==> src/sv/cbq_pkg.sv <==
`timescale 1ns / 1ps
// ----------------------------------------------------------------------------
// Cascaded biquad IIR package
// Shared constants, the control word layout, the microcode ROM and the
// saturation helpers for the cascaded biquad filter core.
// ----------------------------------------------------------------------------
package cbq_pkg;

  // Sizing and configuration
  localparam int MAX_SECTIONS_DEF = 8;
  localparam int COEFS_PER_SEC    = 5;
  localparam int SAMPLE_W         = 32;
  localparam int CODEC_W          = 16;
  localparam int ACT_W            = 4;
  localparam int GAIN_W           = 15;
  localparam int CFG_IDX_W        = 2;
  localparam int CFG_DATA_W       = 15;
  localparam int PC_W             = 4;

  localparam logic [ACT_W-1:0]  RESET_SECTIONS = 4'd8;
  localparam logic [GAIN_W-1:0] RESET_GAIN     = 15'd20000;

  // Configuration register indexes
  localparam logic [CFG_IDX_W-1:0] CFG_ACTIVE_SECTIONS = 2'd0;
  localparam logic [CFG_IDX_W-1:0] CFG_OUTPUT_GAIN     = 2'd1;

  // Transaction function codes
  localparam logic FUNC_COEF   = 1'b0;
  localparam logic FUNC_FILTER = 1'b1;

  // Coefficient slots within a section
  localparam logic [2:0] SLOT_A1 = 3'd0;
  localparam logic [2:0] SLOT_A2 = 3'd1;
  localparam logic [2:0] SLOT_B0 = 3'd2;
  localparam logic [2:0] SLOT_B1 = 3'd3;
  localparam logic [2:0] SLOT_B2 = 3'd4;

  // Delay word select
  localparam logic DLY_D1 = 1'b0;
  localparam logic DLY_D2 = 1'b1;

  // Multiplier operand select
  localparam logic [2:0] OPB_DLY = 3'd0;
  localparam logic [2:0] OPB_D1  = 3'd1;
  localparam logic [2:0] OPB_D2  = 3'd2;
  localparam logic [2:0] OPB_W   = 3'd3;
  localparam logic [2:0] OPB_X   = 3'd4;

  // Accumulator operations
  localparam logic [2:0] ACC_NOP  = 3'd0;
  localparam logic [2:0] ACC_X    = 3'd1;
  localparam logic [2:0] ACC_SUB  = 3'd2;
  localparam logic [2:0] ACC_LOAD = 3'd3;
  localparam logic [2:0] ACC_ADD  = 3'd4;

  // Sequencer branch types
  localparam logic [1:0] BR_NEXT = 2'd0;
  localparam logic [1:0] BR_LOOP = 2'd1;
  localparam logic [1:0] BR_DONE = 2'd2;

  // Program counter values
  localparam logic [PC_W-1:0] PC_IDLE = 4'd0;
  localparam logic [PC_W-1:0] PC_PRE  = 4'd1;
  localparam logic [PC_W-1:0] PC_T1   = 4'd2;
  localparam logic [PC_W-1:0] PC_T2   = 4'd3;
  localparam logic [PC_W-1:0] PC_T3   = 4'd4;
  localparam logic [PC_W-1:0] PC_T4   = 4'd5;
  localparam logic [PC_W-1:0] PC_T5   = 4'd6;
  localparam logic [PC_W-1:0] PC_T6   = 4'd7;
  localparam logic [PC_W-1:0] PC_T7   = 4'd8;
  localparam logic [PC_W-1:0] PC_G1   = 4'd9;
  localparam logic [PC_W-1:0] PC_G2   = 4'd10;

  // One control word of the sequencer program.
  typedef struct packed {
    logic       rdc;     // read coefficient memory
    logic [2:0] cslot;   // coefficient slot to read
    logic       rdd;     // read delay memory
    logic       dsel;    // delay word for read or write
    logic       mul;     // load product register
    logic [2:0] msel;    // multiplier operand select
    logic       ld1;     // capture d1 from delay read data
    logic       ld2;     // capture d2 from delay read data
    logic       rnd;     // round and saturate the product
    logic [2:0] acc_op;  // accumulator operation
    logic       wsub;    // w = sat(acc - rounded product)
    logic       yadd;    // y = sat(acc + rounded product)
    logic       wrd;     // write delay memory
    logic       inc;     // advance section counter
    logic [1:0] br;      // branch type
    logic       emit;    // load the result register
  } ucode_t;

  // Microcode ROM. Steps T1..T7 form the per-section loop body.
  function automatic ucode_t ucode_rom(input logic [PC_W-1:0] pc);
    ucode_t u;
    u = '0;
    case (pc)
      PC_PRE: begin
        u.rdc = 1'b1; u.cslot = SLOT_A1; u.rdd = 1'b1; u.dsel = DLY_D1;
      end
      PC_T1: begin
        u.rdc = 1'b1; u.cslot = SLOT_A2; u.rdd = 1'b1; u.dsel = DLY_D2;
        u.mul = 1'b1; u.msel = OPB_DLY; u.ld1 = 1'b1; u.acc_op = ACC_X;
      end
      PC_T2: begin
        u.rdc = 1'b1; u.cslot = SLOT_B1;
        u.mul = 1'b1; u.msel = OPB_DLY; u.ld2 = 1'b1; u.rnd = 1'b1;
      end
      PC_T3: begin
        u.rdc = 1'b1; u.cslot = SLOT_B2;
        u.mul = 1'b1; u.msel = OPB_D1; u.rnd = 1'b1; u.acc_op = ACC_SUB;
      end
      PC_T4: begin
        u.rdc = 1'b1; u.cslot = SLOT_B0;
        u.mul = 1'b1; u.msel = OPB_D2; u.rnd = 1'b1; u.wsub = 1'b1;
        u.wrd = 1'b1; u.dsel = DLY_D2;
      end
      PC_T5: begin
        u.mul = 1'b1; u.msel = OPB_W; u.rnd = 1'b1; u.acc_op = ACC_LOAD;
        u.wrd = 1'b1; u.dsel = DLY_D1;
      end
      PC_T6: begin
        u.rnd = 1'b1; u.acc_op = ACC_ADD; u.inc = 1'b1;
      end
      PC_T7: begin
        u.yadd = 1'b1; u.rdc = 1'b1; u.cslot = SLOT_A1;
        u.rdd = 1'b1; u.dsel = DLY_D1; u.br = BR_LOOP;
      end
      PC_G1: begin
        u.mul = 1'b1; u.msel = OPB_X;
      end
      PC_G2: begin
        u.emit = 1'b1; u.br = BR_DONE;
      end
      default: begin
        u = '0;
      end
    endcase
    return u;
  endfunction

  // Saturate a wide signed value to 32 bits.
  function automatic logic signed [31:0] sat32(input logic signed [63:0] v);
    logic signed [31:0] r;
    if (v > 64'sh0000_0000_7FFF_FFFF) begin
      r = 32'sh7FFF_FFFF;
    end else if (v < -64'sh0000_0000_8000_0000) begin
      r = -32'sh8000_0000;
    end else begin
      r = v[31:0];
    end
    return r;
  endfunction

  // Saturate a wide signed value to 16 bits.
  function automatic logic signed [15:0] sat16(input logic signed [63:0] v);
    logic signed [15:0] r;
    if (v > 64'sh0000_0000_0000_7FFF) begin
      r = 16'sh7FFF;
    end else if (v < -64'sh0000_0000_0000_8000) begin
      r = -16'sh8000;
    end else begin
      r = v[15:0];
    end
    return r;
  endfunction

endpackage

==> src/sv/cbq_datapath.sv <==
`timescale 1ns / 1ps
// ----------------------------------------------------------------------------
// Cascaded biquad datapath
// Shared multiplier, product rounding, accumulator and the section working
// registers, driven by the sequencer's control word and the sample load.
// ----------------------------------------------------------------------------
module cbq_datapath (
  input  logic                                 clk,
  input  cbq_pkg::ucode_t                      ctrl,
  input  logic                                 load_x,
  input  logic signed [cbq_pkg::SAMPLE_W-1:0]  sample,
  input  logic signed [31:0]                   coef_val,
  input  logic signed [cbq_pkg::SAMPLE_W-1:0]  dly_val,
  input  logic        [cbq_pkg::GAIN_W-1:0]    gain,
  output logic signed [cbq_pkg::SAMPLE_W-1:0]  x_q,
  output logic signed [cbq_pkg::SAMPLE_W-1:0]  d1_q,
  output logic signed [cbq_pkg::SAMPLE_W-1:0]  w_q,
  output logic signed [cbq_pkg::CODEC_W-1:0]   codec
);
  import cbq_pkg::*;

  logic signed [31:0] x_r, d1_r, d2_r, w_r, rnd_r;
  logic signed [33:0] acc_r;
  logic signed [63:0] prod_r;
  logic signed [31:0] opa, opb;
  logic signed [63:0] rnd_full;
  logic signed [33:0] rnd_ext;
  logic signed [63:0] trunc_q;

  // Multiplier operand selection; the gain multiply uses the coefficient side.
  always_comb begin
    opa = (ctrl.msel == OPB_X) ? $signed({{(32-GAIN_W){1'b0}}, gain}) : coef_val;
    case (ctrl.msel)
      OPB_DLY: opb = dly_val;
      OPB_D1:  opb = d1_r;
      OPB_D2:  opb = d2_r;
      OPB_W:   opb = w_r;
      OPB_X:   opb = x_r;
      default: opb = dly_val;
    endcase
  end

  // Round half up to Q8.24: floor((p + 2^27) / 2^28).
  assign rnd_full = (prod_r + 64'sd134217728) >>> 28;
  assign rnd_ext  = 34'(rnd_r);

  // Product, rounding and working registers.
  always_ff @(posedge clk) begin
    if (ctrl.mul) begin
      prod_r <= opa * opb;
    end
    if (ctrl.rnd) begin
      rnd_r <= sat32(rnd_full);
    end
    if (ctrl.ld1) begin
      d1_r <= dly_val;
    end
    if (ctrl.ld2) begin
      d2_r <= dly_val;
    end
    if (ctrl.wsub) begin
      w_r <= sat32(64'(acc_r - rnd_ext));
    end
    if (load_x) begin
      x_r <= sample;
    end else if (ctrl.yadd) begin
      x_r <= sat32(64'(acc_r + rnd_ext));
    end
    case (ctrl.acc_op)
      ACC_X:    acc_r <= 34'(x_r);
      ACC_SUB:  acc_r <= acc_r - rnd_ext;
      ACC_LOAD: acc_r <= rnd_ext;
      ACC_ADD:  acc_r <= acc_r + rnd_ext;
      default:  acc_r <= acc_r;
    endcase
  end

  // Codec sample: negate the product truncated toward zero, then saturate.
  assign trunc_q = (prod_r + (prod_r[63] ? 64'sd16777215 : 64'sd0)) >>> 24;
  assign codec   = sat16(-trunc_q);

  assign x_q  = x_r;
  assign d1_q = d1_r;
  assign w_q  = w_r;

endmodule

==> config.mk <==
export PLATFORM = sky130hd
export DESIGN_NAME = cbq_datapath
export DESIGN_NICKNAME = d
export VERILOG_FILES = /design/src/sv/cbq_pkg.sv /design/src/sv/cbq_datapath.sv
export SDC_FILE = /design/constraint.sdc
export NUM_CORES = 2
export LEC_CHECK = 0
export ABC_AREA = 1
export BUFFER_PORTS_ARGS = -buffer_cell sky130_fd_sc_hd__buf_2
export CAP_MARGIN = 15
export CORE_MARGIN = 4
export CORE_UTILIZATION = 65
export DETAILED_ROUTE_END_ITERATION = 10
export HOLD_SLACK_MARGIN = 0.08
export PLACE_DENSITY = 0.83
export SLEW_MARGIN = 0
export SYNTH_ARGS = -nofsm -noshare
export SYNTH_HDL_FRONTEND = slang
export SYNTH_SLANG_ARGS = --single-unit
==> constraint.sdc <==
create_clock -name clk -period 13.4 [get_ports clk]
set_input_delay 3.35 -clock clk [delete_from_list [all_inputs] [get_ports clk]]
set_output_delay 3.35 -clock clk [all_outputs]
set_load 0.005 [all_outputs]
== Word level (Yosys, flattened, before mapping) ==
Cells that the tools add are included.

* Add/sub/neg operators: 7
* Multipliers: 1
* Magnitude comparators: 8
* Equality and inequality tests: 8
* Multiplexer cells: 12
* Reductions and logical operators: 2

{| class="wikitable"
|+ Operators with widths
! cell !! number
|-
| $mux 32 || 7
|-
| $pmux 34 s4 || 1
|-
| $pmux 32 s4 || 1
|-
| $gt 35x32->1 const B || 2
|-
| $lt 35x32->1 const B || 2
|-
| $add 64x25->64 || 1
|-
| $add 64x29->64 const B || 1
|-
| $gt 64x16->1 const B || 1
|-
| $lt 64x16->1 const B || 1
|-
| $mul 32x32->64 || 1
|-
| $neg 40->64 || 1
|-
| $gt 36x32->1 const B || 1
|-
| $lt 36x32->1 const B || 1
|-
| $add 34x32->35 || 1
|-
| $sub 34x32->35 || 1
|-
| $add 34x32->34 || 1
|-
| $sub 34x32->34 || 1
|-
| $mux 16 || 2
|-
| $mux 24 || 1
|-
| $eq 3x2->1 const B || 4
|-
| $eq 3x1->1 const B || 2
|-
| $eq 3x3->1 const B || 2
|-
| $reduce_bool 4->1 || 1
|-
| $reduce_bool 2->1 || 1
|}

* Flip-flop bits (word level): 258
* Input port bits: 136
* Logic and storage cells: 45

== Longest topological paths before layout ==
* Depth after elaboration: 6
* Gate-level depth with buffers: 44
* Mapped depth without buffers: 41

== Least setup slack after synthesis ==
Ideal clock, no wire load.

* Kind: input -> register
* Start point: input ctrl[13] in the netlist's numbering
* End point: register prod_r[62] (data pin)
* Setup time: 0.265 ns
* Arrival time: 12.104 ns
* Required time: 13.135 ns
* Slack: 1.030 ns
* Stages on the path: 32
* Cell sequence: nor3_1 clkinv_1 clkbuf_1 buf_1 clkbuf_1 nand2_1 clkbuf_1 nor2_1 fa_1 inv_1 fa_1 inv_1 fa_1 fa_1 inv_1 fa_1 inv_1 fa_1 inv_1 fa_1 fa_1 inv_1 ha_1 nand2_1 nor2_1 inv_1 o221ai_1 a21oi_1 nand2_1 a21oi_1 o21ai_0 xor2_1

* Cells in the longest elaborated chain, start to end: 3
* Elaborated cells between the ends (all ways): 7

{| class="wikitable"
|+ Ends and longest elaborated chain
! element !! RTL line !! text
|-
| start, declared || cbq_datapath.sv:9 || <nowiki>input cbq_pkg::ucode_t ctrl,</nowiki>
|-
| $eq 3x3->1 (tied with other cells) || cbq_datapath.sv:32, cbq_datapath.sv:33 ||
|-
| $pmux 32 s4 / $mux 32 (equally long branches) || cbq_datapath.sv:33, cbq_datapath.sv:32 ||
|-
| $mul 32x32->64 * || cbq_datapath.sv:50 || <nowiki>prod_r <= opa * opb;</nowiki>
|-
| end signal, assigned || cbq_datapath.sv:50 ||
|-
| end, declared || cbq_datapath.sv:24 || <nowiki>logic signed [63:0] prod_r;</nowiki>
|}

Mark *: on every way between the ends. The rest lies on a longest branch, timed or not.
A chain may end at the register's enable or synchronous reset.

== Worst setup path after layout ==
* Start point: input ctrl[13] in the netlist's numbering
* End point: register prod_r[57] (data pin)

The elaborated chain is that of the path after synthesis.

==> results.yml <==
sta:
  fmax_mhz: 77.6
  period_share: 0.961
  slew_viol_final: 0
  slew_headroom: 0.194
  rsz0062_at_grt: "no"
  period_minus_slack_ps: 12880
  final.setup_skew_ps: 21.0
  hold_viol_final: 0
  worstMarginPinSlew_ps: 1200
  setup_viol: 0
global_routing:
  grt_first_pass_wirelength_um: 314000
  grt_pass1_vias: 55200
  grt-ovfl-total: 0
  grt_max_degree: 65
  grt_usage: 0.442
  antenna_found_initial: 9
outcome:
  outcome: "complete, no violations"
die:
  dieArea_um2: 94500
  placementRows: 109
  dieWidth_um: 307
  die_h_um: 307
  initial_core_util: 0.657
  ioPinCount: 248
  coreArea_um2: 88600
clocking:
  root_buffer: "clkbuf_16"
  hold_buffers: 0
  cts_setup_buffers: 0
  tritoncts: "done"
  cts_buffer_depth: 3
  cts_buffers: 25
  htreeDepth: 1
  clock_latency_ps: 590
  clock_sinks: 258
  clk_pin_slew_ps: 70
synthesis:
  synth_seq_area_share: 0.133
  synth_top_family_by_area: "adder cells"
  synth-adder-area-share: 0.440
  synthArstFlopShare: 0
  yosys.area_share.simple: 0.202
  syn-num-nets: 8969
  synth-edff-count: 258
  synth_area_um2: 58300
  synth-seq-cells: 258
  synth_compound_area_frac: 0.0665
  yosysWarnings: 0
  muxShareOfSynthArea: 0
  syn-instance-count: 7437
  synth_xor_area_frac: 0.0308
  yosysUniqueCellTypes: 52
  synth_ff_type: "edfxtp_1"
  synth_area_per_cell_um2: 7.83
drt:
  firstDrtPassIters: 8
  routed_wl_um: 206000
  drtIter0Drc: 6077
  via_per_inst: 5.92
  ant_nets: 0
  drcViolationCount: 0
  wire_per_inst_um: 23.3
  vias: 52300
cells_and_area:
  fin_area_um2: 62400
  area_growth_pct: 7.12
  nets: 9174
  fillers: 7067
  drive_gt1_frac: 0.0759
setup_path:
  critPathSlowestCell: "fa_1"
  path_max_fanout: 14
  critPathArrivalTime_ps: 13200
  end_kind: "register"
  critPathRequiredTime_ps: 13720
  worstSetupPathType: "primary input to register"
  worst_setup_path_start_kind: "primary input"
  max_stage_delay_ps: 670
  cpMostUsedCell: "fa_1"
placement:
  port_buffers: 236
  gp_congestion: 1.07
  dpl.hpwl_um: 171000
  place_area_um2: 61400
min_path:
  worstHoldPathType: "register to register"
run:
  drv_cap: 0
-- worst paths after layout --
check | startpoint | endpoint | slack (ps) | cells after the start
setup / recovery | ctrl[13] | prod_r[57] | 520 | 33
hold reg to reg | rnd_r[22] | acc_r[22] | 770 | 2
hold / removal | rnd_r[22] | acc_r[22] | 770 | 2
setup reg to reg | x_q[2] | prod_r[57] | 3580 | 30
-- repair_timing --
item                       in CTS  in global routing
gates resized for setup         0                  6
hold endpoints to repair        0                  0
setup endpoints to repair       0                  6
-- stage by stage --
step / setup WS (ps) / hold WS (ps) / TNS [ps] / utilization / std cells
2_1_floorplan: 1030 / 581 / 0 / - / 7437
3_3_place_gp: -93.4 / 736 / -140 / 0.693 / 8777
3_5_place_dp: -249 / 785 / -497 / 0.693 / 8777
4_1_cts: 343 / 775 / 0 / 0.703 / 8821
5_1_grt: 85.2 / 798 / 0 / 0.704 / 8826
6_report: 518 / 775 / 0 / 0.704 / 8829
-- cells in the mapped netlist (all sizes together) (8+ instances only) --
library cell  instances  area share
inv                1733        0.11
nand2              1579        0.10
fa                 1085        0.37
nor2               1003       0.067
ha                  311       0.067
a21oi               277       0.024
edfxtp              258        0.13
nand3               229       0.020
clkbuf              204       0.013
o21ai               204       0.018
xor2                165       0.025
nor3                 52      0.0049
xnor2                40      0.0060
a31oi                38      0.0041
nand4                38      0.0041
o221ai               33      0.0050
a221oi               29      0.0044
buf                  26      0.0023
a21boi               17      0.0022
clkinv               16      0.0010
o21a                 14      0.0018
nor4                 12      0.0013
or2                  10      0.0011
a21o                  9      0.0012
o211ai                8      0.0010
o31ai                 8      0.0010
-- per-layer routing --
metal,global-route usage,routed length (um),up-vias,share of wire
met2,0.716,93600,3480,0.45
met3,0.126,25300,1050,0.12
met5,0,46,-,0.00022
met1,0.508,68000,25000,0.33
li1,-,-,22700,-
met4,0.312,19100,6,0.093
-- area by class of cell --
cell class,count,area [um^2],share of cell area
multi-input combinational,5200,43200,0.692
sequential,258,7750,0.124
inverter,1749,6570,0.105
timing repair buffer,408,2570,0.0411
tap,1165,1460,0.0234
clock buffer,28,637,0.0102
clock inverter,16,215,0.00345
antenna,5,12.5,0.000200
-- sequential cells by signal, summed over array words and instances, names as in the netlist --
name	flops
d2_r	32
x_q	32
d1_q	32
acc_r	34
prod_r	64
w_q	32
rnd_r	32
-- cell usage in the layout, fill, tap and decap left out, types with 23 or more instances in the layout --
cell type,n
a21oi_1,276
a221oi_1,28
a31oi_1,38
buf_2,236
buf_4,166
clkbuf_16,26
edfxtp_1,258
fa_1,1085
ha_1,311
inv_1,1709
inv_2,27
nand2_1,1567
nand3_1,222
nand4_1,38
nor2_1,964
nor2_2,30
nor3_1,45
o21ai_0,158
o21ai_1,23
o21ai_2,23
o221ai_1,33
xnor2_1,40
xor2_1,165
-- critical path, delay by kind of cell --
kind            cells  cell delay (ps)
compound gates      7             1530
buf+inv             8             1670
fa+ha+maj           9             4710
xor+xnor            1              190
simple gates        8             1740
-- kinds of logic (layout without fill, tap and decap cells) --
group                    count (synthesis)  after routing
buffers and inverters                 1979           2201
AND/OR/NAND/NOR                       2932           2932
other                                    0              5
XOR/XNOR                               205            205
AO/OA/AOI/OAI                          667            667
adder cells (fa/ha/maj)               1396           1396
flip-flops                             258            258
Power is not shown: default switching activity piles up to over one toggle a cycle in this logic, so the estimate is an artifact.
